## src/rtl/core/ip_fragment_reorder_buffer_defines.svh

```systemverilog
// Assertion macros shared by the fragment reorder buffer RTL.
// No dependencies; included by the modules that check their own logic.
`ifndef IP_FRAGMENT_REORDER_BUFFER_DEFINES_SVH
`define IP_FRAGMENT_REORDER_BUFFER_DEFINES_SVH
`ifndef ASSERT_OFF
`define FRB_ASSERT(lbl, clk, rst_n, prop) \
    lbl: assert property (@(posedge clk) disable iff (!rst_n) prop) \
        else $error("frb assertion failed");
`define FRB_ASSERT_RST(lbl, clk, prop) \
    lbl: assert property (@(posedge clk) prop) else $error("frb assertion failed");
`else
`define FRB_ASSERT(lbl, clk, rst_n, prop)
`define FRB_ASSERT_RST(lbl, clk, prop)
`endif
`endif

```

## src/rtl/core/frb_pkg.sv

```systemverilog
// Shared types and constants of the fragment reorder buffer.
// No dependencies.
`timescale 1ns / 1ps
package frb_pkg;
    localparam int MaxFragDef   = 16;
    localparam int HandleBitsDef = 8;
    localparam int InDataBits   = 64;

    typedef enum logic [1:0] {
        ACT_HELD    = 2'd0,
        ACT_RELEASE = 2'd1,
        ACT_DISCARD = 2'd2,
        ACT_REJECT  = 2'd3
    } t_action;

    typedef struct packed {
        logic [15:0] datagram_id;
        logic [12:0] frag_offset;
        logic [15:0] total_length;
        logic [3:0]  header_words;
        logic        more_fragments;
        logic [7:0]  handle;
    } t_frag;
endpackage

```

## src/rtl/core/frb_front.sv

```systemverilog
// Front part: unpacks input words and holds them in a two-entry queue.
// Depends on frb_pkg.
`timescale 1ns / 1ps
`include "ip_fragment_reorder_buffer_defines.svh"
module frb_front (
    input  logic                                i_clk,
    input  logic                                i_rst_n,
    input  logic                                i_s_tvalid,
    output logic                                o_s_tready,
    input  logic [frb_pkg::InDataBits-1:0]      i_s_tdata,
    output logic                                o_q_valid,
    output frb_pkg::t_frag                      o_q_frag,
    input  logic                                i_q_pop
);
    import frb_pkg::*;

    t_frag       r_mem [2];
    logic        r_wptr, r_rptr;
    logic [1:0]  r_cnt;
    t_frag       w_in;
    logic        w_push, w_pop;

    // unpack the word, lowest field first
    assign w_in.datagram_id    = i_s_tdata[15:0];
    assign w_in.frag_offset    = i_s_tdata[28:16];
    assign w_in.total_length   = i_s_tdata[44:29];
    assign w_in.header_words   = i_s_tdata[48:45];
    assign w_in.more_fragments = i_s_tdata[49];
    assign w_in.handle         = i_s_tdata[57:50];

    assign o_s_tready = (r_cnt != 2'd2);
    assign w_push     = i_s_tvalid && o_s_tready;
    assign o_q_valid  = (r_cnt != 2'd0);
    assign w_pop      = i_q_pop && o_q_valid;
    assign o_q_frag   = r_mem[r_rptr];

    // store pushed word
    always_ff @(posedge i_clk) begin
        if (w_push) begin
            r_mem[r_wptr] <= w_in;
        end
    end

    // advance pointers and fill count
    always_ff @(posedge i_clk) begin
        if (!i_rst_n) begin
            r_wptr <= 1'b0;
            r_rptr <= 1'b0;
            r_cnt  <= 2'd0;
        end else begin
            if (w_push) r_wptr <= ~r_wptr;
            if (w_pop)  r_rptr <= ~r_rptr;
            r_cnt <= r_cnt + {1'b0, w_push} - {1'b0, w_pop};
        end
    end

    `FRB_ASSERT(a_cnt_range, i_clk, i_rst_n, r_cnt != 2'd3)
    `FRB_ASSERT(a_no_push_full, i_clk, i_rst_n, (r_cnt == 2'd2) |-> !w_push)
    `FRB_ASSERT(a_pop_nonempty, i_clk, i_rst_n,
        (w_pop && !w_push && r_cnt == 2'd1) |=> (r_cnt == 2'd0))
endmodule

```

## src/rtl/core/frb_back.sv

```systemverilog
// Back part: ordered fragment store, completeness walk and result register.
// Depends on frb_pkg.
`timescale 1ns / 1ps
`include "ip_fragment_reorder_buffer_defines.svh"
module frb_back #(
    parameter int MAX_FRAGMENTS = frb_pkg::MaxFragDef,
    parameter int HANDLE_BITS   = frb_pkg::HandleBitsDef
) (
    input  logic            i_clk,
    input  logic            i_rst_n,
    input  logic            i_q_valid,
    input  frb_pkg::t_frag  i_q_frag,
    output logic            o_q_pop,
    output logic            o_m_tvalid,
    input  logic            i_m_tready,
    output logic [7:0]      o_m_tdata,   // out_handle
    output logic [1:0]      o_m_tuser,   // action
    output logic            o_m_tlast    // last
);
    import frb_pkg::*;

    localparam int CW = $clog2(MAX_FRAGMENTS + 1);
    localparam int IW = $clog2(MAX_FRAGMENTS);
    localparam logic [CW-1:0] MaxCnt = CW'(MAX_FRAGMENTS);

    typedef enum logic [5:0] {
        ST_IDLE    = 6'b000001,
        ST_DISCARD = 6'b000010,
        ST_PLACE   = 6'b000100,
        ST_SCAN    = 6'b001000,
        ST_CHECK   = 6'b010000,
        ST_EMIT    = 6'b100000
    } t_state;

    // entry store, kept sorted by offset
    logic [12:0]            r_off [MAX_FRAGMENTS];
    logic [15:0]            r_tl  [MAX_FRAGMENTS];
    logic [3:0]             r_hw  [MAX_FRAGMENTS];
    logic                   r_mf  [MAX_FRAGMENTS];
    logic [HANDLE_BITS-1:0] r_hd  [MAX_FRAGMENTS];

    t_state                 r_state, n_state;
    logic [CW-1:0]          r_count, n_count;
    logic [IW-1:0]          r_idx, n_idx;
    logic [15:0]            r_held_id, n_held_id;
    logic [15:0]            r_end, n_end;
    logic                   r_release, n_release;
    t_frag                  r_cur;
    logic                   r_ovalid, n_ovalid;
    logic [7:0]             r_ohd, n_ohd;
    t_action                r_oact, n_oact;
    logic                   r_olast, n_olast;
    logic                   w_ins;
    logic                   w_free;
    logic                   w_last_idx;
    logic [15:0]            w_start, w_end;
    logic [HANDLE_BITS-1:0] w_new_hd;

    assign w_free     = !r_ovalid || i_m_tready;
    assign w_last_idx = (CW'(r_idx) + CW'(1)) == r_count;
    assign w_start    = {r_off[r_idx], 3'b000};
    assign w_end      = w_start + r_tl[r_idx] - {10'd0, r_hw[r_idx], 2'b00};
    assign w_new_hd   = HANDLE_BITS'(r_cur.handle);

    // sequence one fragment through discard, insert (or reject when full), check and emit
    always_comb begin
        n_state   = r_state;
        n_count   = r_count;
        n_idx     = r_idx;
        n_held_id = r_held_id;
        n_end     = r_end;
        n_release = r_release;
        n_ovalid  = r_ovalid && !i_m_tready;
        n_ohd     = r_ohd;
        n_oact    = r_oact;
        n_olast   = r_olast;
        o_q_pop   = 1'b0;
        w_ins     = 1'b0;
        case (r_state)
            ST_IDLE: begin
                if (i_q_valid) begin
                    o_q_pop = 1'b1;
                    n_idx   = '0;
                    if (r_count != '0 && i_q_frag.datagram_id != r_held_id) begin
                        n_state = ST_DISCARD;
                    end else begin
                        n_state = ST_PLACE;
                    end
                end
            end
            ST_DISCARD: begin
                if (w_free) begin
                    n_ovalid = 1'b1;
                    n_oact   = ACT_DISCARD;
                    n_ohd    = 8'(r_hd[r_idx]);
                    n_olast  = 1'b0;
                    n_idx    = r_idx + IW'(1);
                    if (w_last_idx) begin
                        n_count = '0;
                        n_idx   = '0;
                        n_state = ST_PLACE;
                    end
                end
            end
            ST_PLACE: begin
                if (r_count == MaxCnt) begin
                    if (w_free) begin
                        n_ovalid = 1'b1;
                        n_oact   = ACT_REJECT;
                        n_ohd    = 8'(w_new_hd);
                        n_olast  = 1'b1;
                        n_state  = ST_IDLE;
                    end
                end else begin
                    if (r_count == '0) n_held_id = r_cur.datagram_id;
                    n_idx   = '0;
                    n_state = ST_SCAN;
                end
            end
            ST_SCAN: begin
                // walk past entries whose offset is not above the new one
                if (CW'(r_idx) < r_count && r_off[r_idx] <= r_cur.frag_offset) begin
                    n_idx = r_idx + IW'(1);
                end else begin
                    w_ins   = 1'b1;
                    n_count = r_count + CW'(1);
                    n_idx   = '0;
                    n_end   = '0;
                    n_state = ST_CHECK;
                end
            end
            ST_CHECK: begin
                if (w_start != r_end) begin
                    n_release = 1'b0;
                    n_state   = ST_EMIT;
                end else if (w_last_idx) begin
                    n_release = !r_mf[r_idx];
                    n_idx     = '0;
                    n_state   = ST_EMIT;
                end else begin
                    n_end = w_end;
                    n_idx = r_idx + IW'(1);
                end
            end
            ST_EMIT: begin
                if (w_free) begin
                    n_ovalid = 1'b1;
                    if (r_release) begin
                        n_oact  = ACT_RELEASE;
                        n_ohd   = 8'(r_hd[r_idx]);
                        n_olast = w_last_idx;
                        n_idx   = r_idx + IW'(1);
                        if (w_last_idx) begin
                            n_count = '0;
                            n_state = ST_IDLE;
                        end
                    end else begin
                        n_oact  = ACT_HELD;
                        n_ohd   = 8'(w_new_hd);
                        n_olast = 1'b1;
                        n_state = ST_IDLE;
                    end
                end
            end
            default: n_state = ST_IDLE;
        endcase
    end

    // control registers
    always_ff @(posedge i_clk) begin
        if (!i_rst_n) begin
            r_state   <= ST_IDLE;
            r_count   <= '0;
            r_held_id <= '0;
            r_ovalid  <= 1'b0;
        end else begin
            r_state   <= n_state;
            r_count   <= n_count;
            r_held_id <= n_held_id;
            r_ovalid  <= n_ovalid;
        end
    end

    // working and result payload
    always_ff @(posedge i_clk) begin
        r_idx     <= n_idx;
        r_end     <= n_end;
        r_release <= n_release;
        r_ohd     <= n_ohd;
        r_oact    <= n_oact;
        r_olast   <= n_olast;
        if (o_q_pop) r_cur <= i_q_frag;
    end

    // shift entries above the slot up by one and drop the new one in
    always_ff @(posedge i_clk) begin
        for (int i = 0; i < MAX_FRAGMENTS; i++) begin
            if (w_ins) begin
                if (IW'(i) == r_idx) begin
                    r_off[i] <= r_cur.frag_offset;
                    r_tl[i]  <= r_cur.total_length;
                    r_hw[i]  <= r_cur.header_words;
                    r_mf[i]  <= r_cur.more_fragments;
                    r_hd[i]  <= w_new_hd;
                end else if (i > 0 && IW'(i) > r_idx) begin
                    r_off[i] <= r_off[(i > 0) ? i - 1 : 0];
                    r_tl[i]  <= r_tl[(i > 0) ? i - 1 : 0];
                    r_hw[i]  <= r_hw[(i > 0) ? i - 1 : 0];
                    r_mf[i]  <= r_mf[(i > 0) ? i - 1 : 0];
                    r_hd[i]  <= r_hd[(i > 0) ? i - 1 : 0];
                end
            end
        end
    end

    assign o_m_tvalid = r_ovalid;
    assign o_m_tdata  = r_ohd;
    assign o_m_tuser  = r_oact;
    assign o_m_tlast  = r_olast;

    `FRB_ASSERT(a_count_max, i_clk, i_rst_n, r_count <= MaxCnt)
    `FRB_ASSERT(a_discard_nonempty, i_clk, i_rst_n,
        (r_state == ST_DISCARD) |-> (r_count != '0))
    `FRB_ASSERT(a_release_empties, i_clk, i_rst_n,
        (r_state == ST_EMIT && w_free && r_release && w_last_idx) |=> (r_count == '0))
    `FRB_ASSERT(a_insert_room, i_clk, i_rst_n, w_ins |-> (r_count < MaxCnt))
endmodule

```

## src/rtl/core/ip_fragment_reorder_buffer.sv

```systemverilog
// IPv4 fragment reorder buffer, top level.
// Channels: slave stream takes one fragment descriptor per word; tdata holds
// datagram_id, frag_offset, total_length, header_words, more_fragments and
// handle from bit 0 up. Master stream gives one result per word: tdata is
// the handle, tuser the action (held, release, discard, reject) and tlast
// marks the final result caused by one descriptor.
// A two-entry queue parts the input from the sequencer, and a result
// register parts the sequencer from the output, so either side may stall.
// Per descriptor the sequencer dequeues it, discards each held entry of
// another datagram, places or rejects it, scans to its slot, checks the
// run of offsets and then emits its results (every entry on a release).
// It walks the store one entry per cycle, but waits at each result while
// the result register is full.
// Reset empties the store and queue at once; no clearing pass is needed.
// While the receiver holds tready low the sequencer waits at its next result.
// Depends on frb_pkg, frb_front and frb_back.
`timescale 1ns / 1ps
module ip_fragment_reorder_buffer #(
    parameter int MAX_FRAGMENTS = frb_pkg::MaxFragDef,
    parameter int HANDLE_BITS   = frb_pkg::HandleBitsDef
) (
    input  logic                            i_clk,
    input  logic                            i_rst_n,
    input  logic                            i_s_tvalid,
    output logic                            o_s_tready,
    // datagram_id, frag_offset, total_length, header_words, more_fragments, handle
    input  logic [frb_pkg::InDataBits-1:0]  i_s_tdata,
    output logic                            o_m_tvalid,
    input  logic                            i_m_tready,
    output logic [7:0]                      o_m_tdata,   // out_handle
    output logic [1:0]                      o_m_tuser,   // action
    output logic                            o_m_tlast    // last
);
    import frb_pkg::*;

    logic  w_q_valid, w_q_pop;
    t_frag w_q_frag;

    frb_front u_front (
        .i_clk      (i_clk),
        .i_rst_n    (i_rst_n),
        .i_s_tvalid (i_s_tvalid),
        .o_s_tready (o_s_tready),
        .i_s_tdata  (i_s_tdata),
        .o_q_valid  (w_q_valid),
        .o_q_frag   (w_q_frag),
        .i_q_pop    (w_q_pop)
    );

    frb_back #(
        .MAX_FRAGMENTS (MAX_FRAGMENTS),
        .HANDLE_BITS   (HANDLE_BITS)
    ) u_back (
        .i_clk      (i_clk),
        .i_rst_n    (i_rst_n),
        .i_q_valid  (w_q_valid),
        .i_q_frag   (w_q_frag),
        .o_q_pop    (w_q_pop),
        .o_m_tvalid (o_m_tvalid),
        .i_m_tready (i_m_tready),
        .o_m_tdata  (o_m_tdata),
        .o_m_tuser  (o_m_tuser),
        .o_m_tlast  (o_m_tlast)
    );
endmodule

```

## config.mk

```make
export PLATFORM = sky130hd
export DESIGN_NAME = ip_fragment_reorder_buffer
export DESIGN_NICKNAME = d
export VERILOG_FILES = /design/src/rtl/core/frb_pkg.sv /design/src/rtl/core/frb_front.sv /design/src/rtl/core/frb_back.sv /design/src/rtl/core/ip_fragment_reorder_buffer.sv
export VERILOG_INCLUDE_DIRS = /design/src /design/src/rtl/core
export SDC_FILE = /design/constraint.sdc
export NUM_CORES = 1
export LEC_CHECK = 0
export BUFFER_PORTS_ARGS = -buffer_cell sky130_fd_sc_hd__buf_4
export CAP_MARGIN = 10
export CORE_MARGIN = 2
export CORE_UTILIZATION = 55
export DETAILED_ROUTE_END_ITERATION = 16
export MAX_ROUTING_LAYER = met4
export PLACE_DENSITY = 0.71
export SYNTH_ARGS = -nofsm -noshare
export SYNTH_HDL_FRONTEND = slang
export SYNTH_HIERARCHICAL = 1
export SYNTH_SLANG_ARGS = --single-unit
export TNS_END_PERCENT = 10
```

## constraint.sdc

```tcl
create_clock -name i_clk -period 12.25 [get_ports i_clk]
set_input_delay 1.8375 -clock i_clk [delete_from_list [all_inputs] [get_ports i_clk]]
set_output_delay 1.8375 -clock i_clk [all_outputs]
set_load 0.005 [all_outputs]
```

# Yosys cells after proc, flatten, opt, wreduce, memory -nomap -nowiden
# Memories as Yosys holds them, arrays and structs flattened. A register that Yosys moved wholly into a read port is not among the register bits.
# Cells that the tools add are included.
[totals] register_bits=122 mem_bits_rw=788 input_bits=68 out_inout_bits=13 word_cells=443 n_memories=6
[op_classes] addsub=7 order_cmp=17 eq_ne=40 muxes=250 bitwise=78 n_reduce_logical=26
[mem_list] memory="u_back.r_tl" depth=16 word_bits=16 read_ports=16 rd_ports_with_merged_regs=1 write_ports=16 line_no="frb_back.sv:37" text="logic [15:0] r_tl [MAX_FRAGMENTS];"
[mem_list] memory="u_back.r_off" depth=16 word_bits=13 read_ports=16 rd_ports_with_merged_regs=1 write_ports=16 line_no="frb_back.sv:36" text="logic [12:0] r_off [MAX_FRAGMENTS];"
[mem_list] memory="u_back.r_hd" depth=16 word_bits=8 read_ports=16 rd_ports_with_merged_regs=1 write_ports=16 line_no="frb_back.sv:40" text="logic [HANDLE_BITS-1:0] r_hd [MAX_FRAGMENTS];"
[mem_list] memory="u_front.r_mem" depth=2 word_bits=58 read_ports=1 rd_ports_with_merged_regs=1 write_ports=1 line_no="frb_front.sv:17" text="t_frag r_mem [2];"
[mem_list] memory="u_back.r_hw" depth=16 word_bits=4 read_ports=16 rd_ports_with_merged_regs=1 write_ports=16 line_no="frb_back.sv:38" text="logic [3:0] r_hw [MAX_FRAGMENTS];"
[mem_list] memory="u_back.r_mf" depth=16 word_bits=1 read_ports=16 rd_ports_with_merged_regs=1 write_ports=16 line_no="frb_back.sv:39" text="logic r_mf [MAX_FRAGMENTS];"
[ops] operator="$mux 16" count=18
[ops] operator="$mux 13" count=15
[ops] operator="$mux 8" count=20
[ops] operator="$mux 1" count=140
[ops] operator="$mux 4" count=28
[ops] operator="$or 1x1->1" count=75
[ops] operator="$mux 6" count=11
[ops] operator="$pmux 6 s6" count=1
[ops] operator="$eq 4x4->1 const A" count=8
[ops] operator="$gt 4x4->1 const A" count=8
[ops] operator="$ne 16x16->1" count=2
[ops] operator="$pmux 16 s2" count=1
[ops] operator="$mux 5" count=5
[ops] operator="$pmux 4 s6" count=1
[ops] operator="$pmux 8 s3" count=1
[ops] operator="$add 16x16->16" count=1
[ops] operator="$eq 3x4->1 const A" count=4
[ops] operator="$gt 3x4->1 const A" count=4
[ops] operator="$sub 16x6->16" count=1
[ops] operator="$pmux 5 s3" count=1
[ops] operator="$le 13x13->1" count=1
[ops] operator="$ne 2x1->1 const B" count=6
[ops] operator="$ne 2x2->1 const B" count=6
[ops] operator="$reduce_and 5->1" count=2
[ops] operator="other kinds (42)" count=58

# Depth between registers and ports, before layout
[depth] depth_word=7 ltp_mapped=22 mapped_depth_nobuf=16

# Modules after synthesis
# Netlist, hierarchy kept.
[by_module_without_submodules] mod="frb_back" n_inst=1 cells_per_inst=2514 area_each_um2=39525.4 seq_area_each_um2=23522.6
[by_module_without_submodules] mod="frb_front" n_inst=1 cells_per_inst=204 area_each_um2=4494.3 seq_area_each_um2=3583.4

# Worst setup path before layout
# No wires, ideal clock.
[synth_path] path_kind="register -> register" from="reg (tool-made name)" to="mem u_back/r_hd[9][0] (netlist bit), enable pin" setup_ns=0.506 arrival_ns=8.024 required_time_ns=11.744 setup_slack_ns=3.721 path_stages_with_launch=22 n_path_buf=9 period_less_slack_ns=8.529 cell_sequence="dfxtp_1 -> buf_6 -> buf_2 -> clkbuf_1 -> buf_2 -> buf_1 -> clkbuf_1 -> nor2_1 -> a21o_1 -> inv_1 -> ha_1 -> and3_1 -> nand4_1 -> a211oi_1 -> nor4b_1 -> nor3_1 -> buf_2 -> inv_1 -> a21oi_1 -> clkbuf_1 -> buf_2 -> a21boi_0"
[synth_rtl] item="to (decl)" line_no="frb_back.sv:40"

==> flow_metrics.env <==
export IMPL_skew_ns=0.0255
export IMPL_grt_pass1_wl_um=168000
export IMPL_fmax_mhz=127
export IMPL_ctsResizeCount=0
export IMPL_cts_tree="done"
export IMPL_grt_pass1_vias=26000
export IMPL_yosys_top_cells_area="edfxtp_1 (60%), mux2_2 (15%), mux4_2 (8.8%)"
export IMPL_path_max_fanout=55
export IMPL_tns_ns=0
export IMPL_wl_met1_um=45900
export IMPL_synth_top_area_frac=0.599
export IMPL_finalCoreUtilization=0.614
export IMPL_wl_per_cell_um=29.1
export IMPL_async_flop_share=0
export IMPL_num_rows=103
export IMPL_crit_chain="buf_4, mux4_2, nor2b_1, a211oi_1, a21oi_1, ha_1, nor2b_1, o21bai_1, a211oi_1, nor4b_1, nor3_2, buf_4, inv_1, a31oi_4, buf_4, a21o_2, buf_4"
export IMPL_hold_class="register to register"
export IMPL_max_slew_worst_pin_slew_ns=1.33
export IMPL_vias=25100
export IMPL_setup_violations_final=0
export IMPL_grt_max_degree=130
export IMPL_synth_most_common_cell="edfxtp_1"
export IMPL_finalMaxSlewViolations=0
export IMPL_power_mw=10.6
export IMPL_gp_congestion=0.917
export IMPL_avgSynthCellArea_sq_um=16.2
export IMPL_clk_pin_slew_ns=0.06
export IMPL_cts_setup_buffers=0
export IMPL_cts_root_buffer="clkbuf_16"
export IMPL_drtIter0Drc=2667
export IMPL_dieArea_sq_um=82300
export IMPL_areaGrowthSynthToFinish_pct=10.4
export IMPL_globalRoute_totalOverflow=0
export IMPL_core_area_sq_um=79100
export IMPL_cts_hold_buffers=0
export IMPL_synthesis_area_sq_um=44000
export IMPL_htreeDepth=3
export IMPL_cp_slowest_cell="buf_4"
export IMPL_powerDensity_nw_per_um2=218
export IMPL_routed_via_density=6.49
export IMPL_multi_input_area_sq_um=16000
export IMPL_drt_total_wl_um=113000
export IMPL_dieWidth_um=287
export IMPL_dr_pass1_iters=6
export IMPL_antenna_left=0
export IMPL_cp_required_ns=12.53
export IMPL_maxCapViolCount=0
export IMPL_power_leakage_nw=16.3
export IMPL_hpwl_um=64900
export IMPL_routed_top_layer="met4"
export IMPL_fin_crit_sh=0.641
export IMPL_synth_edf_count=878
export IMPL_rsz0062_at_grt="no"
export IMPL_outcome="completed"
export IMPL_antenna_found_initial=0
export IMPL_synthFlopType="edfxtp_1"
export IMPL_synth_seq_area_share=0.616
export IMPL_clk_path_buf_depth=3
export IMPL_numCtsBuffers=95
export IMPL_drcViolationCount=0
export IMPL_clkLatencyLatePin_ns=0.66
export IMPL_synth_nets=2836
export IMPL_max_stage_delay_ns=0.82
export IMPL_endpoint_kind="register"
export IMPL_nFillCells=5801
export IMPL_r2r_setup_slack_ns=4.40
export IMPL_port_buffers=74
export IMPL_met2_length_um=55300
export IMPL_r2r_cells=17
export IMPL_ys_types=65
export IMPL_yosys_warnings=6
export IMPL_dieHeight_um=287
export IMPL_synthTopCellsByCount="edfxtp_1 (878), mux2_2 (594), nand2_1 (198)"
export IMPL_ir_drop_mv=0.157
export IMPL_regArea_sq_um=27100
export IMPL_critPathCapture="u_back/r_tl[14][9]"
export IMPL_cts_sinks=915
export IMPL_worstSetupPathType="register to register"
export IMPL_ios=81
export IMPL_grt_usage=0.285
export IMPL_finalCriticalPeriod_ns=7.85
export IMPL_ys_ff_latch=915
export IMPL_final_hold_violation_count=0
export IMPL_startpoint_type="register"
export IMPL_met3WireLength_um=7940
export IMPL_worstHoldStart="u_back/r_cur[52]"
export IMPL_r2r_end="u_back/r_tl[14][9]"
export IMPL_crit_path_frequent_cell="buf_4"
export IMPL_drive_gt1_frac=0.385
export IMPL_slew_headroom=0.107
export IMPL_arrival_ns=8.13
export IMPL_syn_inst=2718
export IMPL_start_util=0.556
export IMPL_antenna_cells=0
export IMPL_synth_top_cell_by_area="edfxtp_1"
export IMPL_fin_nets=2867
worst max-delay path: cells and delay by family (launching register included):
family | cells | cell delay (ns)
flip-flops | 1 | 0.69
buffers and inverters | 5 | 3.21
AND/OR/NAND/NOR | 4 | 0.70
adder cells (fa/ha/maj) | 1 | 0.44
multiplexers | 1 | 0.58
AO/OA/AOI/OAI | 6 | 1.74
area by class of cell:
class	count	area share
Inverter	73	0.00569
Sequential cell	915	0.558
Clock buffer	119	0.0518
Timing Repair Buffer	126	0.0197
Clock inverter	55	0.00867
Tap cell	1050	0.0270
Multi-Input combinational cell	1538	0.329
cells in the final DEF (no fill, tap or decap), types with 14 or more instances in the layout:
cell	synthesis	final
mux2i_1	72	72
o21ai_0	80	80
nand2_1	198	192
mux2_4	20	20
xor2_1	23	23
edfxtp_1	878	878
nor2b_1	30	30
inv_1	73	71
clkinv_2	0	14
mux4_2	172	172
xnor2_1	47	47
a22oi_1	17	17
ha_1	47	47
nor2_1	43	40
buf_4	5	125
clkbuf_16	0	97
clkinv_1	0	25
dfxtp_1	37	32
clkbuf_1	112	21
mux2_2	594	594
a21oi_1	26	22
registers in the layout, summed over array words and instances (netlist names), 16 cells and up, named ones only:
| name | flops |
|---|---|
| u_back/r_cur | 50 |
| u_back/r_end | 16 |
| u_back/r_hd | 128 |
| u_back/r_held_id | 16 |
| u_back/r_hw | 64 |
| u_back/r_mf | 16 |
| u_back/r_off | 208 |
| u_back/r_tl | 256 |
| u_front/r_mem | 116 |
power by group:
group	leakage [nW]	internal, mW	switching (mW)
combinational	6.60	1.74	1.77
sequential	8.29	3.93	0.389
clock	1.43	1.55	1.22
total	16.3	7.22	3.38
how the worst min path moves through the flow:
stage / to / slack (ns) / cells past startpoint
6_report: u_back/r_held_id[10] / 0.51 / 2
5_1_grt: u_back/r_held_id[5] / 0.53 / 2
4_1_cts: u_back/r_held_id[6] / 0.51 / 2
3_5_place_dp: u_back/r_held_id[3] / 0.49 / 2
3_3_place_gp: u_back/r_held_id[9] / 0.48 / 2
2_1_floorplan: u_back/r_off[0][10] / 0.45 / 0
stage by stage:
step / instances / cell area, sq um / setup WS (ns) / hold WS [ns]
2_1_floorplan: 2718 / 44000 / 3.72 / 0.448
3_3_place_gp: 3702 / 45700 / 4.59 / 0.485
3_5_place_dp: 3702 / 45700 / 4.56 / 0.489
4_1_cts: 3876 / 48600 / 4.50 / 0.513
5_1_grt: 3876 / 48600 / 4.18 / 0.532
6_report: 3876 / 48600 / 4.40 / 0.511
kinds of logic (layout without fill, tap and decap cells):
family          Yosys count  count (layout)  share of synthesized area
simple gates            359             359                     0.0381
xor+xnor                 70              70                     0.0139
mux                     862             862                      0.264
compound gates          197             197                     0.0280
flops                   915             915                      0.616
buf+inv                 265             373                     0.0253
fa+ha+maj                50              50                     0.0147
routing by layer:
| metal | vias to the layer above | track usage |
|---|---|---|
| met5 | - | - |
| met2 | 1135 | 0.457 |
| met4 | 0 | 0.0917 |
| met3 | 218 | 0.0410 |
| li1 | 10600 | - |
| met1 | 13200 | 0.377 |
Power figures use the tool's default switching activity.
